<file path="config.mk">
export PLATFORM = sky130hd
export DESIGN_NAME = fps_useq
export DESIGN_NICKNAME = d
export VERILOG_FILES = /design/src/sv/fps_pkg.sv /design/src/sv/fps_useq.sv
export SDC_FILE = /design/constraint.sdc
export NUM_CORES = 1
export LEC_CHECK = 0
export BUFFER_PORTS_ARGS = -buffer_cell sky130_fd_sc_hd__buf_2
export CAP_MARGIN = 5
export CORE_AREA = 10 10 47 49
export DETAILED_ROUTE_END_ITERATION = 12
export DIE_AREA = 0 0 57 59
export PLACE_DENSITY = 0.73
export SLEW_MARGIN = 20
export SYNTH_ARGS = -nofsm -noshare
export SYNTH_HDL_FRONTEND = slang
export SYNTH_SLANG_ARGS = --single-unit
export TNS_END_PERCENT = 10
</file>
<file path="constraint.sdc">
create_clock -name i_clk -period 2.8 [get_ports i_clk]
set_clock_uncertainty 0.05 [all_clocks]
set_input_delay 0.56 -clock i_clk [delete_from_list [all_inputs] [get_ports i_clk]]
set_output_delay 0.56 -clock i_clk [all_outputs]
set_load 0.03 [all_outputs]
</file>
<file path="src/sv/fps_pkg.sv">
// fps_pkg: shared types, constants and the control store of the prefix-sum table.
// Used by fps_useq, fps_dpath and the top level fenwick_prefix_sum_table.
// No dependencies.
`default_nettype none

package fps_pkg;

    // Fixed field widths and the default table depth
    localparam int POS_W       = 11;
    localparam int DATA_W      = 32;
    localparam int ENTRIES_DEF = 1024;

    // Microprogram step addresses
    typedef enum logic [2:0] {
        S_CLEAR    = 3'd0,
        S_IDLE     = 3'd1,
        S_DECODE   = 3'd2,
        S_UPD_CHK  = 3'd3,
        S_UPD_LOOP = 3'd4,
        S_QRY_CHK  = 3'd5,
        S_QRY_LOOP = 3'd6,
        S_EMIT     = 3'd7
    } t_upc;

    // Datapath action per step
    typedef enum logic [2:0] {
        ACT_NONE,
        ACT_CLEAR,
        ACT_LOAD,
        ACT_DECODE,
        ACT_UPD,
        ACT_QACC,
        ACT_EMIT
    } t_act;

    // Jump condition per step
    typedef enum logic [3:0] {
        C_NEVER,
        C_ALWAYS,
        C_START,
        C_CLR_DONE,
        C_QUERY,
        C_UPD_SKIP,
        C_UP_DONE,
        C_POS_ZERO,
        C_DN_DONE
    } t_cond;

    // Read address source
    typedef enum logic [1:0] {
        RS_CUR,
        RS_UP,
        RS_DN
    } t_rsel;

    // One control word
    typedef struct packed {
        logic  busy;
        t_act  act;
        t_cond cond;
        logic  stay;
        t_upc  target;
        t_rsel rsel;
    } t_ctrl;

    // Status from datapath to sequencer
    typedef struct packed {
        logic start;
        logic clr_done;
        logic is_query;
        logic upd_skip;
        logic up_done;
        logic pos_zero;
        logic dn_done;
    } t_flags;

    // Control store: one word per step
    function automatic t_ctrl ucode(input t_upc upc);
        t_ctrl w;
        w = '{busy: 1'b1, act: ACT_NONE, cond: C_NEVER, stay: 1'b0,
              target: S_IDLE, rsel: RS_CUR};
        case (upc)
            S_CLEAR: begin
                w.act    = ACT_CLEAR;
                w.cond   = C_CLR_DONE;
                w.stay   = 1'b1;
                w.target = S_IDLE;
            end
            S_IDLE: begin
                w.busy   = 1'b0;
                w.act    = ACT_LOAD;
                w.cond   = C_START;
                w.stay   = 1'b1;
                w.target = S_DECODE;
            end
            S_DECODE: begin
                w.act    = ACT_DECODE;
                w.cond   = C_QUERY;
                w.target = S_QRY_CHK;
            end
            S_UPD_CHK: begin
                w.cond   = C_UPD_SKIP;
                w.target = S_IDLE;
                w.rsel   = RS_CUR;
            end
            S_UPD_LOOP: begin
                w.act    = ACT_UPD;
                w.cond   = C_UP_DONE;
                w.stay   = 1'b1;
                w.target = S_IDLE;
                w.rsel   = RS_UP;
            end
            S_QRY_CHK: begin
                w.cond   = C_POS_ZERO;
                w.target = S_EMIT;
                w.rsel   = RS_CUR;
            end
            S_QRY_LOOP: begin
                w.act    = ACT_QACC;
                w.cond   = C_DN_DONE;
                w.stay   = 1'b1;
                w.target = S_EMIT;
                w.rsel   = RS_DN;
            end
            S_EMIT: begin
                w.act    = ACT_EMIT;
                w.cond   = C_ALWAYS;
                w.target = S_IDLE;
            end
            default: begin
                w.cond   = C_ALWAYS;
                w.target = S_IDLE;
            end
        endcase
        return w;
    endfunction

endpackage

`default_nettype wire

</file>
<file path="src/sv/fps_useq.sv">
// fps_useq: step counter and control store lookup with conditional jumps.
// Depends on fps_pkg.
`default_nettype none

module fps_useq (
    input  wire logic            i_clk,
    input  wire logic            i_rst_n,
    input  wire fps_pkg::t_flags i_flags,
    output fps_pkg::t_ctrl       o_ctrl
);

    fps_pkg::t_upc  r_upc;
    fps_pkg::t_upc  n_upc;
    fps_pkg::t_ctrl w_ctrl;
    logic           w_take;

    assign w_ctrl = fps_pkg::ucode(r_upc);
    assign o_ctrl = w_ctrl;

    // Condition select
    always_comb begin
        case (w_ctrl.cond)
            fps_pkg::C_NEVER:    w_take = 1'b0;
            fps_pkg::C_ALWAYS:   w_take = 1'b1;
            fps_pkg::C_START:    w_take = i_flags.start;
            fps_pkg::C_CLR_DONE: w_take = i_flags.clr_done;
            fps_pkg::C_QUERY:    w_take = i_flags.is_query;
            fps_pkg::C_UPD_SKIP: w_take = i_flags.upd_skip;
            fps_pkg::C_UP_DONE:  w_take = i_flags.up_done;
            fps_pkg::C_POS_ZERO: w_take = i_flags.pos_zero;
            fps_pkg::C_DN_DONE:  w_take = i_flags.dn_done;
            default:             w_take = 1'b1;
        endcase
    end

    // Next step: jump, hold, or fall through
    always_comb begin
        if (w_take) begin
            n_upc = w_ctrl.target;
        end else if (w_ctrl.stay) begin
            n_upc = r_upc;
        end else begin
            n_upc = fps_pkg::t_upc'(r_upc + 3'd1);
        end
    end

    always_ff @(posedge i_clk) begin
        if (!i_rst_n) begin
            r_upc <= fps_pkg::S_CLEAR;
        end else begin
            r_upc <= n_upc;
        end
    end

endmodule

`default_nettype wire

</file>
==> results.toml <==
[outcome]
outcome = "completed"

[sta]
hold_ws_ps = 575
relSlewSlack_pct = 69.7
setup_total_negative_slack_ps = 0
max_slew.worst_pin.slew_ps = 448
post_layout_min_period_ps = 2700
postLayoutSetupSlackWorst_ps = 101
timing.fmax_ghz = 0.370
final.period_utilization_pct = 96.4
final_max_slew_viol_count = 0
timing.final.hold_violations = 0
finalSetupViolations = 0
rsz0062_at_grt = "no"

[cells_and_area]
largest_register_ff_count = 3
syn2layout_area_growth_pct = 26.0
final_cells = 113
nNetsFinal = 117
antenna-diode-count = 0
nFillCells = 146
most-common-layout-cells = "sky130_fd_sc_hd__buf_2 (22), sky130_fd_sc_hd__nand2_1 (11), sky130_fd_sc_hd__ha_1 (10)"
biggest_regs = "r_upc: 3 flops"
layout.cells.most_common = "sky130_fd_sc_hd__buf_2"
largest_register = "r_upc"
layout-drive-gt1-share_pct = 30.9

[pwr]
cellInternalPower_uw = 361
p_sw_share_pct = 58.9
power_frac_seq_pct = 10.0
worst_ir_drop_vdd_mv = 0.630
power_density_relative_to_cell_area_mw_per_mm2 = 1200
comb_power_share_pct = 81.0
power.leakage_uw = 0.000376
clkPwrFrac_pct = 8.9
p_switching_uw = 516

[clocking]
cts.repair.resized = 0
clock_sinks = 3
holdBufCountCts = 0
ctsRootBufferMaster = "sky130_fd_sc_hd__clkbuf_4"
cts_max_path_buffers = 2
cts_buffers = 3
tritoncts = "done"
insertion_delay_ps = 240
buffers_inserted_by_post_cts_timing_repair = 0
clk_transition_reported_paths_ps = 40
cts.htree.levels = 1

[min_path]
hold_path.class = "input port to register"
hold_path_depth = 3

[logic_synthesis]
synth-edff-count = 0
postSynthAreaPerCell_um2 = 7.92
yosys_most_used_dff = "sky130_fd_sc_hd__dfxtp_1"
netlist_instances = 73
synth_cell_type_count = 34
syn-cell-area_um2 = 578
syn_nets = 92
synthArstFlopShare_pct = 0
synth-seq-cells = 3
yosys_synthesis_warning_count = 0
yosysSeqAreaShare_pct = 10.4

[placement]
io_buffers = 22
placed_cells_incl_taps = 109
hpwl_mm = 1.29
globalplace.congestion = 0.817
post_place_worst_slack_ps = 272

[worst_setup_path]
worst_path_buffer_plus_inverter_count = 2
critical_path_peak_fanout = 9
cp_num_cells = 5
crit_family = "flip-flops"
setup.worst_path.class = "register to output pin"
critical_path.cell_chain = "inv_1 > ha_1 > a211o_1 > or3_1 > buf_2"
end_kind = "output pin"
critPathSlowestCell = "sky130_fd_sc_hd__dfxtp_1"
worst_r2r_path_depth = 7
worst_stage_delay_on_the_critical_path_ps = 490
critPathRequiredTime_ps = 2190
cp.arrival_ps = 2090
critPathLaunchType = "register"

[global_routing]
grt_overflow_total = 0
grt_antenna_before_repair = 0
largest_net_degree_at_the_start_of_global_routing = 10
grt_first_pass_wirelength_mm = 2.60
grt_pass1_vias = 592
grt.total_usage_pct = 9.32

[routing]
number_of_drc_violations_after_detailed_routing = 0
ant_nets = 0
drt-wirelength-per-cell_um = 13.7
route.vias.total = 608
routed_wl_mm = 1.55
drt-vias-per-instance = 5.38
drt_iter0_markers = 7
firstDrtPassIters = 4

[floorplan]
floorplan.rows = 14
io_pins = 23
floorplan.initialDensity_pct = 41.2
placeableCoreArea_mm2 = 0.00140
chipHeight_um = 59
die_w_um = 57
dieArea_mm2 = 0.00336

[job]
maxCapViolCount = 0
==> stage by stage <==
step	total power [uW]	utilization, %	area [um^2]
after global placement	791	50.1	702
after global routing	944	52.0	728
after floorplan	640	-	578
final	877	52.0	728
after detailed placement	806	50.1	702
after CTS	889	52.0	728
==> cell type report <==
| cell class | instances | area [um^2] | area share, % |
|---|---|---|---|
| multi-input combinational | 63 | 489 | 67.2 |
| timing repair buffer | 23 | 118 | 16.2 |
| sequential | 3 | 60.1 | 8.25 |
| clock buffer | 4 | 26.3 | 3.61 |
| tap | 16 | 20.0 | 2.75 |
| inverter | 4 | 15.0 | 2.06 |
==> final timing paths <==
path,slack (ps),end,startpoint
setup / recovery,100,o_ctrl[2],r_upc[1]$_SDFFE_PN0P_
hold reg to reg,680,r_upc[2]$_SDFFE_PN0P_,r_upc[0]$_SDFFE_PN0P_
setup reg to reg,320,r_upc[2]$_SDFFE_PN0P_,r_upc[1]$_SDFFE_PN0P_
hold / removal,570,r_upc[0]$_SDFFE_PN0P_,i_rst_n
==> power groups by stage <==
stage | logic (uW) | registers, uW | clock network, uW
2_1_floorplan | 559 | 80.9 | 0
3_3_place_gp | 703 | 87.7 | 0
3_5_place_dp | 718 | 88.8 | 0
4_1_cts | 720 | 88.4 | 80.3
5_1_grt | 769 | 93.0 | 82.7
6_report | 711 | 88.1 | 78.1
==> worst register-to-register path, stage by stage (launching register included) <==
cell and delay (ps):
sky130_fd_sc_hd__dfxtp_1 490, sky130_fd_sc_hd__inv_1 180, sky130_fd_sc_hd__ha_1 410, sky130_fd_sc_hd__mux2_1 330
sky130_fd_sc_hd__a2111oi_0 380, sky130_fd_sc_hd__nor3_1 140, sky130_fd_sc_hd__nor3_4 220, sky130_fd_sc_hd__mux2i_1 210
==> Yosys cell counts, types with 2 or more instances <==
| master | number | area share (%) |
|---|---|---|
| sky130_fd_sc_hd__dfxtp_1 | 3 | 10 |
| sky130_fd_sc_hd__mux2i_1 | 5 | 8.7 |
| sky130_fd_sc_hd__nor3_1 | 2 | 1.7 |
| sky130_fd_sc_hd__o21ai_0 | 5 | 4.3 |
| sky130_fd_sc_hd__inv_1 | 3 | 1.9 |
| sky130_fd_sc_hd__nand3_1 | 2 | 1.7 |
| sky130_fd_sc_hd__buf_2 | 2 | 1.7 |
| sky130_fd_sc_hd__nand2b_1 | 2 | 2.2 |
| sky130_fd_sc_hd__nand2_1 | 11 | 7.1 |
| sky130_fd_sc_hd__ha_1 | 10 | 22 |
| sky130_fd_sc_hd__a21oi_1 | 2 | 1.7 |
| sky130_fd_sc_hd__o211ai_1 | 2 | 2.6 |
| sky130_fd_sc_hd__nor2_1 | 2 | 1.3 |
| sky130_fd_sc_hd__or2_1 | 2 | 2.2 |
==> routing by layer <==
layer	share of wire (%)	GRT usage [%]
met1	41	9.59
met2	55	17.5
met3	1.8	1.50
met4	1.8	5.03
met5	0	0
==> cells by family after synthesis <==
family	Yosys count	synth area share [%]
flops	3	10.4
buf+inv	7	4.98
simple gates	25	22.3
fa+ha+maj	10	21.6
compound gates	21	28.6
xor+xnor	1	1.52
mux	6	10.6
Power figures use the tool's default switching activity.
