<file path="config.mk">
export PLATFORM = sky130hd
export DESIGN_NAME = fps_dpath
export DESIGN_NICKNAME = d
export VERILOG_FILES = /design/src/sv/fps_pkg.sv /design/src/sv/fps_dpath.sv
export SDC_FILE = /design/constraint.sdc
export NUM_CORES = 1
export LEC_CHECK = 0
export BUFFER_PORTS_ARGS = -buffer_cell sky130_fd_sc_hd__buf_4
export CORE_MARGIN = 5
export CORE_UTILIZATION = 60
export DETAILED_ROUTE_END_ITERATION = 6
export PLACE_DENSITY = 0.87
export SLEW_MARGIN = 10
export SYNTH_ARGS = -nofsm -noshare
export SYNTH_HDL_FRONTEND = slang
export SYNTH_SLANG_ARGS = --single-unit
</file>
<file path="constraint.sdc">
create_clock -name i_clk -period 10.3 [get_ports i_clk]
set_input_delay 2.575 -clock i_clk [delete_from_list [all_inputs] [get_ports i_clk]]
set_output_delay 2.575 -clock i_clk [all_outputs]
set_load 0.01 [all_outputs]
</file>
<file path="src/sv/fps_pkg.sv">
// fps_pkg: shared types, constants and the control store of the prefix-sum table.
// Used by fps_useq, fps_dpath and the top level fenwick_prefix_sum_table.
// No dependencies.
`default_nettype none

package fps_pkg;

    // Fixed field widths and the default table depth
    localparam int POS_W       = 11;
    localparam int DATA_W      = 32;
    localparam int ENTRIES_DEF = 1024;

    // Microprogram step addresses
    typedef enum logic [2:0] {
        S_CLEAR    = 3'd0,
        S_IDLE     = 3'd1,
        S_DECODE   = 3'd2,
        S_UPD_CHK  = 3'd3,
        S_UPD_LOOP = 3'd4,
        S_QRY_CHK  = 3'd5,
        S_QRY_LOOP = 3'd6,
        S_EMIT     = 3'd7
    } t_upc;

    // Datapath action per step
    typedef enum logic [2:0] {
        ACT_NONE,
        ACT_CLEAR,
        ACT_LOAD,
        ACT_DECODE,
        ACT_UPD,
        ACT_QACC,
        ACT_EMIT
    } t_act;

    // Jump condition per step
    typedef enum logic [3:0] {
        C_NEVER,
        C_ALWAYS,
        C_START,
        C_CLR_DONE,
        C_QUERY,
        C_UPD_SKIP,
        C_UP_DONE,
        C_POS_ZERO,
        C_DN_DONE
    } t_cond;

    // Read address source
    typedef enum logic [1:0] {
        RS_CUR,
        RS_UP,
        RS_DN
    } t_rsel;

    // One control word
    typedef struct packed {
        logic  busy;
        t_act  act;
        t_cond cond;
        logic  stay;
        t_upc  target;
        t_rsel rsel;
    } t_ctrl;

    // Status from datapath to sequencer
    typedef struct packed {
        logic start;
        logic clr_done;
        logic is_query;
        logic upd_skip;
        logic up_done;
        logic pos_zero;
        logic dn_done;
    } t_flags;

    // Control store: one word per step
    function automatic t_ctrl ucode(input t_upc upc);
        t_ctrl w;
        w = '{busy: 1'b1, act: ACT_NONE, cond: C_NEVER, stay: 1'b0,
              target: S_IDLE, rsel: RS_CUR};
        case (upc)
            S_CLEAR: begin
                w.act    = ACT_CLEAR;
                w.cond   = C_CLR_DONE;
                w.stay   = 1'b1;
                w.target = S_IDLE;
            end
            S_IDLE: begin
                w.busy   = 1'b0;
                w.act    = ACT_LOAD;
                w.cond   = C_START;
                w.stay   = 1'b1;
                w.target = S_DECODE;
            end
            S_DECODE: begin
                w.act    = ACT_DECODE;
                w.cond   = C_QUERY;
                w.target = S_QRY_CHK;
            end
            S_UPD_CHK: begin
                w.cond   = C_UPD_SKIP;
                w.target = S_IDLE;
                w.rsel   = RS_CUR;
            end
            S_UPD_LOOP: begin
                w.act    = ACT_UPD;
                w.cond   = C_UP_DONE;
                w.stay   = 1'b1;
                w.target = S_IDLE;
                w.rsel   = RS_UP;
            end
            S_QRY_CHK: begin
                w.cond   = C_POS_ZERO;
                w.target = S_EMIT;
                w.rsel   = RS_CUR;
            end
            S_QRY_LOOP: begin
                w.act    = ACT_QACC;
                w.cond   = C_DN_DONE;
                w.stay   = 1'b1;
                w.target = S_EMIT;
                w.rsel   = RS_DN;
            end
            S_EMIT: begin
                w.act    = ACT_EMIT;
                w.cond   = C_ALWAYS;
                w.target = S_IDLE;
            end
            default: begin
                w.cond   = C_ALWAYS;
                w.target = S_IDLE;
            end
        endcase
        return w;
    endfunction

endpackage

`default_nettype wire

</file>
<file path="src/sv/fps_dpath.sv">
// fps_dpath: position walker, accumulator, clear counter and RAM port drive.
// Depends on fps_pkg; drives an fps_ram instance from the top level.
`default_nettype none

module fps_dpath #(
    parameter int ENTRIES = fps_pkg::ENTRIES_DEF,
    localparam int AW = (ENTRIES > 1) ? $clog2(ENTRIES) : 1
) (
    input  wire logic                       i_clk,
    input  wire logic                       i_rst_n,
    input  wire fps_pkg::t_ctrl             i_ctrl,
    input  wire logic                       i_start,
    input  wire logic                       i_op,
    input  wire logic [fps_pkg::POS_W-1:0]  i_position,
    input  wire logic [fps_pkg::DATA_W-1:0] i_amount,
    input  wire logic [fps_pkg::DATA_W-1:0] i_rdata,
    output fps_pkg::t_flags                 o_flags,
    output logic                            o_we,
    output logic      [AW-1:0]              o_waddr,
    output logic      [fps_pkg::DATA_W-1:0] o_wdata,
    output logic      [AW-1:0]              o_raddr,
    output logic                            o_valid,
    output logic      [fps_pkg::DATA_W-1:0] o_total
);

    // Walk register holds positions up to twice the table size
    localparam int PW = (AW + 2 > fps_pkg::POS_W + 1) ? AW + 2 : fps_pkg::POS_W + 1;
    localparam logic [PW-1:0] ENT_P  = PW'(ENTRIES);
    localparam logic [AW-1:0] LAST_A = AW'(ENTRIES - 1);

    logic [PW-1:0]             r_pos;
    logic                      r_op;
    logic [fps_pkg::DATA_W-1:0] r_amt;
    logic [fps_pkg::DATA_W-1:0] r_acc;
    logic [AW-1:0]             r_clr;
    logic                      r_valid;
    logic [fps_pkg::DATA_W-1:0] r_total;

    logic [PW-1:0] w_lsb;
    logic [PW-1:0] w_up;
    logic [PW-1:0] w_dn;
    logic [PW-1:0] w_rpos;
    logic [PW-1:0] w_ridx;

    function automatic logic [AW-1:0] w_ridx_cur();
        logic [PW-1:0] idx;
        idx = r_pos - PW'(1);
        return idx[AW-1:0];
    endfunction

    // Lowest set bit, next upward and downward positions
    assign w_lsb = r_pos & (~r_pos + PW'(1));
    assign w_up  = r_pos + w_lsb;
    assign w_dn  = r_pos & (r_pos - PW'(1));

    // Read address select
    always_comb begin
        case (i_ctrl.rsel)
            fps_pkg::RS_CUR: w_rpos = r_pos;
            fps_pkg::RS_UP:  w_rpos = w_up;
            fps_pkg::RS_DN:  w_rpos = w_dn;
            default:         w_rpos = r_pos;
        endcase
    end
    assign w_ridx  = w_rpos - PW'(1);
    assign o_raddr = w_ridx[AW-1:0];

    // Write port: clearing sweep or update of the current node
    assign o_we    = (i_ctrl.act == fps_pkg::ACT_CLEAR) || (i_ctrl.act == fps_pkg::ACT_UPD);
    assign o_waddr = (i_ctrl.act == fps_pkg::ACT_CLEAR) ? r_clr : w_ridx_cur();
    assign o_wdata = (i_ctrl.act == fps_pkg::ACT_CLEAR) ? '0 : i_rdata + r_amt;

    // Status for the sequencer
    assign o_flags.start    = i_start;
    assign o_flags.clr_done = (r_clr == LAST_A);
    assign o_flags.is_query = r_op;
    assign o_flags.upd_skip = (r_pos == '0) || (r_pos > ENT_P);
    assign o_flags.up_done  = (w_up > ENT_P);
    assign o_flags.pos_zero = (r_pos == '0);
    assign o_flags.dn_done  = (w_dn == '0);

    // Control registers
    always_ff @(posedge i_clk) begin
        if (!i_rst_n) begin
            r_clr   <= '0;
            r_valid <= 1'b0;
        end else begin
            r_valid <= (i_ctrl.act == fps_pkg::ACT_EMIT);
            if (i_ctrl.act == fps_pkg::ACT_CLEAR) begin
                r_clr <= r_clr + AW'(1);
            end
        end
    end

    // Payload registers
    always_ff @(posedge i_clk) begin
        case (i_ctrl.act)
            fps_pkg::ACT_LOAD: begin
                r_op  <= i_op;
                r_pos <= {{(PW - fps_pkg::POS_W){1'b0}}, i_position};
                r_amt <= i_amount;
            end
            fps_pkg::ACT_DECODE: begin
                r_acc <= '0;
                // queries past the end cover the whole table
                if (r_op && (r_pos > ENT_P)) begin
                    r_pos <= ENT_P;
                end
            end
            fps_pkg::ACT_UPD: begin
                r_pos <= w_up;
            end
            fps_pkg::ACT_QACC: begin
                r_acc <= r_acc + i_rdata;
                r_pos <= w_dn;
            end
            fps_pkg::ACT_EMIT: begin
                r_total <= r_acc;
            end
            default: begin
            end
        endcase
    end

    assign o_valid = r_valid;
    assign o_total = r_total;

endmodule

`default_nettype wire

</file>
==> impl_metrics.ini, run 1 <==
[run_status]
outcome = complete, but fails checks
failed_checks = design-rule violations

[yosys]
synthDistinctLibCells = 74
async_flop_share_pct = 0
netlist_area_um2 = 8720
ys.flop_type = edfxtp_1
synth.avg_cell_area_um2 = 9.54
syn_nets = 1089
ys_ff_latch = 120
yosys_warnings = 0
synth_edf_count = 109
syn_inst = 914
seq_area_frac_synth_pct = 40.1

[clocking]
cts_max_path_buffers = 2
cts_tree = built
hold_buffers = 0
path_clk_slew_ns = 0.06
cts_setup_buffers = 0
clkLatencyLatePin_ns = 0.43
numCtsBuffers = 17
cts_htree_levels = 4
clock-sinks = 120
cts_resized = 0
root_buffer = clkbuf_16

[sta]
hold_violations = 0
setup_viol = 0
rsz0062_at_grt = false
slew_violations = 0
finalSetupTns_ns = 0
fmax_ghz = 0.120
fin_worst_skew_ns = 0.00777
timing.slew.headroom_pct = 27.5
finalCritPeriodShare_pct = 80.6
period_minus_slack_ns = 8.30
worstMarginPinSlew_ns = 1.09
timing.hold.ws_ns = 0.454

[placed_design]
dp_hpwl_mm = 17.8
place.gp.congestion = 0.929
portBuffers = 174
placed_area_um2 = 10200

[power_and_ir_drop]
switching_share_pct = 30.1
power.share.clock_pct = 37.8
combPwrFrac_pct = 26.6
p_int_w = 0.00113
power.leakage_nw = 4.64
pwr-share-seq_pct = 35.5
ir_drop_mv = 0.126
power_density_nw_per_um2 = 150
p_switching_w = 0.000487
p_total_w = 0.00162

[cells_and_area]
syn_to_final_growth_pct = 23.7
diodes = 0
final_cell_area_um2 = 10800
fin_nets = 1256
drive_above_1_share_pct = 20.5
n_fill_cell = 1024
utilization_pct = 75.1

[min_path]
holdPathStages = 0
hold_class = reg2reg
min_from = r_acc[19]

[die]
die_w_um = 131
core_um2 = 14400
row_count = 44
design.portCount = 186
initial_core_util_pct = 60.7
die_y_um = 131
die-area_um2 = 17000

[worst_setup_path]
end_kind = primary output
crit_start = i_rdata[0]
worstPathArrival_ns = 5.72
crit_type = in2out
cp_max_fo = 5
worstSetupStartpointType = primary input
timing.rr.start = r_acc[3]
reg2regPathDepth = 10
required_ns = 7.73

[job]
max-cap-violations = 0

[detailed_routing]
detail_route.vias_per_cell = 6.15
antenna_left = 0
post_drt_wl_per_cell_um = 19.0
vias = 7856
drtIter0Drc = 752
drtPass1Iterations = 7
routed_wl_mm = 24.2
drc = 2

[global_route]
antenna_found_initial = 0
track_usage_pct = 28.4
grt_first_pass_wirelength_mm = 37.8
grt_remaining_overflow = 0
grt_pass1_vias = 7576
grt_max_degree = 34
[placed cells by master (no fill, tap or decap), drive strengths merged, types with 29 or more instances in the layout]
cell / count
nor2: 99
edfxtp: 109
xnor2: 33
ha: 80
a21o: 35
o21ai: 48
a21oi: 68
nand2: 72
inv: 44
xor2: 29
buf: 179
[cells in the mapped netlist (all sizes together), types with 24 or more instances]
library cell    n  area (µm²)
xnor2          33         289
clkbuf         24        90.1
edfxtp        109        3270
xor2           29         254
a21o           35         263
inv            40         150
o21ai          48         240
nor2           99         372
ha             80        1000
nand2          72         270
nor3           26         141
a21oi          68         348
[worst max-delay path: stages]
cell,delay [ns]
buf_4,0.12
ha_1,0.23
inv_1,0.08
fa_1,0.17
nor2b_1,0.06
o21ai_1,0.15
a21oi_1,0.11
o32ai_1,0.63
o21ai_1,0.32
a21boi_1,0.42
o211ai_1,0.16
a21oi_1,0.22
mux2i_1,0.30
buf_4,0.17
[final cells by class]
class                           count  area, µm²  share of cell area [%]
Multi-Input combinational cell    723       4970                    46.1
Sequential cell                   120       3490                    32.4
Timing Repair Buffer              179       1340                    12.5
Clock buffer                       17        425                    3.94
Tap cell                          184        230                    2.13
Clock inverter                     14        173                    1.60
Inverter                           40        150                    1.39
[cells by family after synthesis]
kind of cell | after synthesis | share of synthesized area, %
buf+inv | 71 | 3.17
mux | 13 | 1.52
xor+xnor | 62 | 6.23
fa+ha+maj | 82 | 11.9
compound gates | 267 | 20.3
simple gates | 299 | 16.8
flops | 120 | 40.1
[routing by layer]
metal / share of wire, % / track usage (%) / up-vias
li1: - / - / 3735
met1: 42 / 37.3 / 3701
met2: 48 / 46.9 / 366
met3: 7.1 / 5.12 / 54
met4: 2.7 / 10.9 / 0
met5: 0 / 0 / -
[stage by stage]
stage	cells	setup slack (ns)
6_report	1277	2.00
5_1_grt	1277	1.81
4_1_cts	1277	2.11
3_5_place_dp	1246	2.14
3_3_place_gp	1246	2.12
2_1_floorplan	914	2.91
[power by group through the flow]
stage	registers (W)	logic (W)	clock network, W
after floorplan	0.000577	0.000267	0
final	0.000574	0.000430	0.000612
after global routing	0.000576	0.000468	0.000639
after CTS	0.000574	0.000427	0.000614
after global placement	0.000583	0.000413	0
after detailed placement	0.000583	0.000421	0
[worst paths after layout]
kind                                    end  slack (ns)
worst max-delay path            o_wdata[18]        2.00
worst max register to register    r_acc[27]        6.96
worst min register to register  o_total[19]        0.45
worst min-delay path            o_total[19]        0.45
[registers in the layout, indices dropped and copies added, names as in the netlist]
signal and count:
o_total 32, r_acc 32, r_amt 32, r_pos 12
r_clr 10, o_valid 1, r_op 1
Power figures use the tool's default switching activity.
==> run 2: changes to the inputs <==
--- a/config.mk
+++ b/config.mk
@@ -7,9 +7,9 @@
 export LEC_CHECK = 0
 export BUFFER_PORTS_ARGS = -buffer_cell sky130_fd_sc_hd__buf_4
 export CORE_MARGIN = 5
-export CORE_UTILIZATION = 60
+export CORE_UTILIZATION = 56
 export DETAILED_ROUTE_END_ITERATION = 6
-export PLACE_DENSITY = 0.87
+export PLACE_DENSITY = 0.82
 export SLEW_MARGIN = 10
 export SYNTH_ARGS = -nofsm -noshare
 export SYNTH_HDL_FRONTEND = slang
==> constraint.sdc (replaced) <==
create_clock -name i_clk -period 8 [get_ports i_clk]
set_input_delay 2 -clock i_clk [delete_from_list [all_inputs] [get_ports i_clk]]
set_output_delay 2 -clock i_clk [all_outputs]
set_load 0.01 [all_outputs]
==> impl_metrics.ini, run 2 (same netlist as run 1, synthesis figures left out) <==
[clocking]
cts_setup_buffers = 0
numCtsBuffers = 17
cts_max_path_buffers = 2
root_buffer = clkbuf_16
hold_buffers = 0
clkLatencyLatePin_ns = 0.43
cts_resized = 0
path_clk_slew_ns = 0.06
cts_tree = built
cts_htree_levels = 4
clock-sinks = 120

[min_path]
whs_endpoint = o_total[18]
hold_class = reg2reg
min_from = r_acc[18]
holdPathStages = 0

[global_route]
grt_max_degree = 34
antenna_found_initial = 0
grt_pass1_vias = 7492
grt_remaining_overflow = 0
track_usage_pct = 26.1
grt_first_pass_wirelength_mm = 37.5

[worst_setup_path]
cpLargestDelayFamily = compound AO/OA/AOI/OAI gates
end_kind = primary output
worstSetupStartpointType = primary input
r2r_slack_ns = 4.68
path_buf_inv = 3
reg2regPathDepth = 9
timing.rr.start = r_acc[8]
crit_path_cell_trace = buf_4 -> ha_1 -> inv_1 -> fa_1 -> nor2b_1 -> o21ai_1 -> a21oi_1 -> o32ai_1 -> o21ai_1 -> a21boi_1 -> o211ai_1 -> a21oi_1 -> mux2i_1 -> buf_4
cp_slowest_cell = o32ai_1
cp_max_fo = 5
r2r_end = r_acc[31]
required_ns = 6.00
cp_slowest_stage_delay_ns = 0.60
crit_type = in2out
worstPathArrival_ns = 5.16

[detailed_routing]
antenna_left = 0
drc = 0
post_drt_wl_per_cell_um = 18.4
detail_route.vias_per_cell = 5.93
vias = 7746
routed_wl_mm = 24.0
drtIter0Drc = 515
drtPass1Iterations = 5

[placed_design]
dp_hpwl_mm = 17.7
portBuffers = 174
place.gp.congestion = 0.918

[die]
design.portCount = 186
die_w_um = 135
row_count = 45
die_y_um = 135
die-area_um2 = 18200
core_um2 = 15300
initial_core_util_pct = 57.2

[sta]
timing.slew.headroom_pct = 28.5
worstMarginPinSlew_ns = 1.07
period_minus_slack_ns = 7.16
setup_viol = 0
fin_worst_skew_ns = 0.0103
fmax_ghz = 0.140
hold_violations = 0
slew_violations = 0
finalCritPeriodShare_pct = 89.5
rsz0062_at_grt = false
finalSetupTns_ns = 0

[cells_and_area]
multiInputGateArea_um2 = 4970
drive_above_1_share_pct = 20.8
fin_nets = 1257
final_common_cell = buf_4
syn_to_final_growth_pct = 24.1
mostFrequentLayoutCells = buf_4 (180), edfxtp_1 (109), nor2_1 (98)
n_fill_cell = 1178
seqCellArea_um2 = 3490
diodes = 0

[run_status]
outcome = complete, no violations

[power_and_ir_drop]
ir_drop_mv = 0.146
p_total_w = 0.00206
power_density_nw_per_um2 = 191
power.leakage_nw = 4.65

[job]
max-cap-violations = 0
run 2: changes by cell type in the layout (fill, tap and decap cells not counted):
cell / delta
clkinv_4: -1
clkinv_2: +1
inv_8: +2
and3b_2: +1
clkinvlp_4: +1
clkinv_1: -1
buf_4: +1
and3b_1: -1
bufinv_16: -1
run 2: layer usage:
| metal | up-vias | global-route usage (%) | part of all wire [%] |
|---|---|---|---|
| met5 | - | 0 | 0 |
| met4 | 0 | 9.79 | 2.6 |
| met3 | 54 | 5.51 | 7.3 |
| met2 | 337 | 43.4 | 48 |
| met1 | 3620 | 33.6 | 42 |
| li1 | 3735 | - | - |
run 2: worst max-delay path by stage:
stage | startpoint | to | slack [ns] | depth (start not counted)
global placement | i_rdata[0] | o_wdata[18] | 0.96 | 14
global route | i_rdata[0] | o_wdata[18] | 0.68 | 14
finish | i_rdata[0] | o_wdata[18] | 0.84 | 14
CTS | i_rdata[0] | o_wdata[18] | 0.86 | 14
floorplan | i_rdata[0] | o_wdata[18] | 1.76 | 12
detailed placement | i_rdata[0] | o_wdata[18] | 0.88 | 14
run 2: cell type report:
class / count / share of cell area [%]
multi-input combinational: 723 / 45.9
inverter: 40 / 1.39
clock inverter: 15 / 1.53
tap: 211 / 2.44
timing repair buffer: 180 / 12.5
sequential: 120 / 32.3
clock buffer: 17 / 3.93
run 2: worst register-to-register path, cell delays in order (launching register included):
cell and delay [ns]:
edfxtp_1 0.41, ha_1 0.34, a21oi_1 0.34, nand4_1 0.30
a221oi_1 0.51, a21oi_1 0.23, o21ai_1 0.48, o31ai_1 0.21
xnor2_1 0.18, nor2_1 0.05
run 2: per-stage QoR:
step | setup WS [ns] | cell area (µm²) | std cells | hold WS [ns] | util, %
floorplan | 1.76 | 8720 | 914 | 0.431 | -
global placement | 0.959 | 10200 | 1274 | 0.436 | 67.1
detailed placement | 0.881 | 10200 | 1274 | 0.441 | 67.1
CTS | 0.863 | 10800 | 1306 | 0.458 | 70.9
global route | 0.680 | 10800 | 1306 | 0.469 | 70.9
finish | 0.842 | 10800 | 1306 | 0.458 | 70.9
run 2: report_power, final:
group / switching (W) / leakage [nW] / internal [W] / total [W]
Combinational: 0.000304 / 3.25 / 0.000248 / 0.000551
Clock: 0.000309 / 0.288 / 0.000465 / 0.000774
Sequential: 0.0000235 / 1.11 / 0.000716 / 0.000739
Total: 0.000636 / 4.65 / 0.00143 / 0.00206
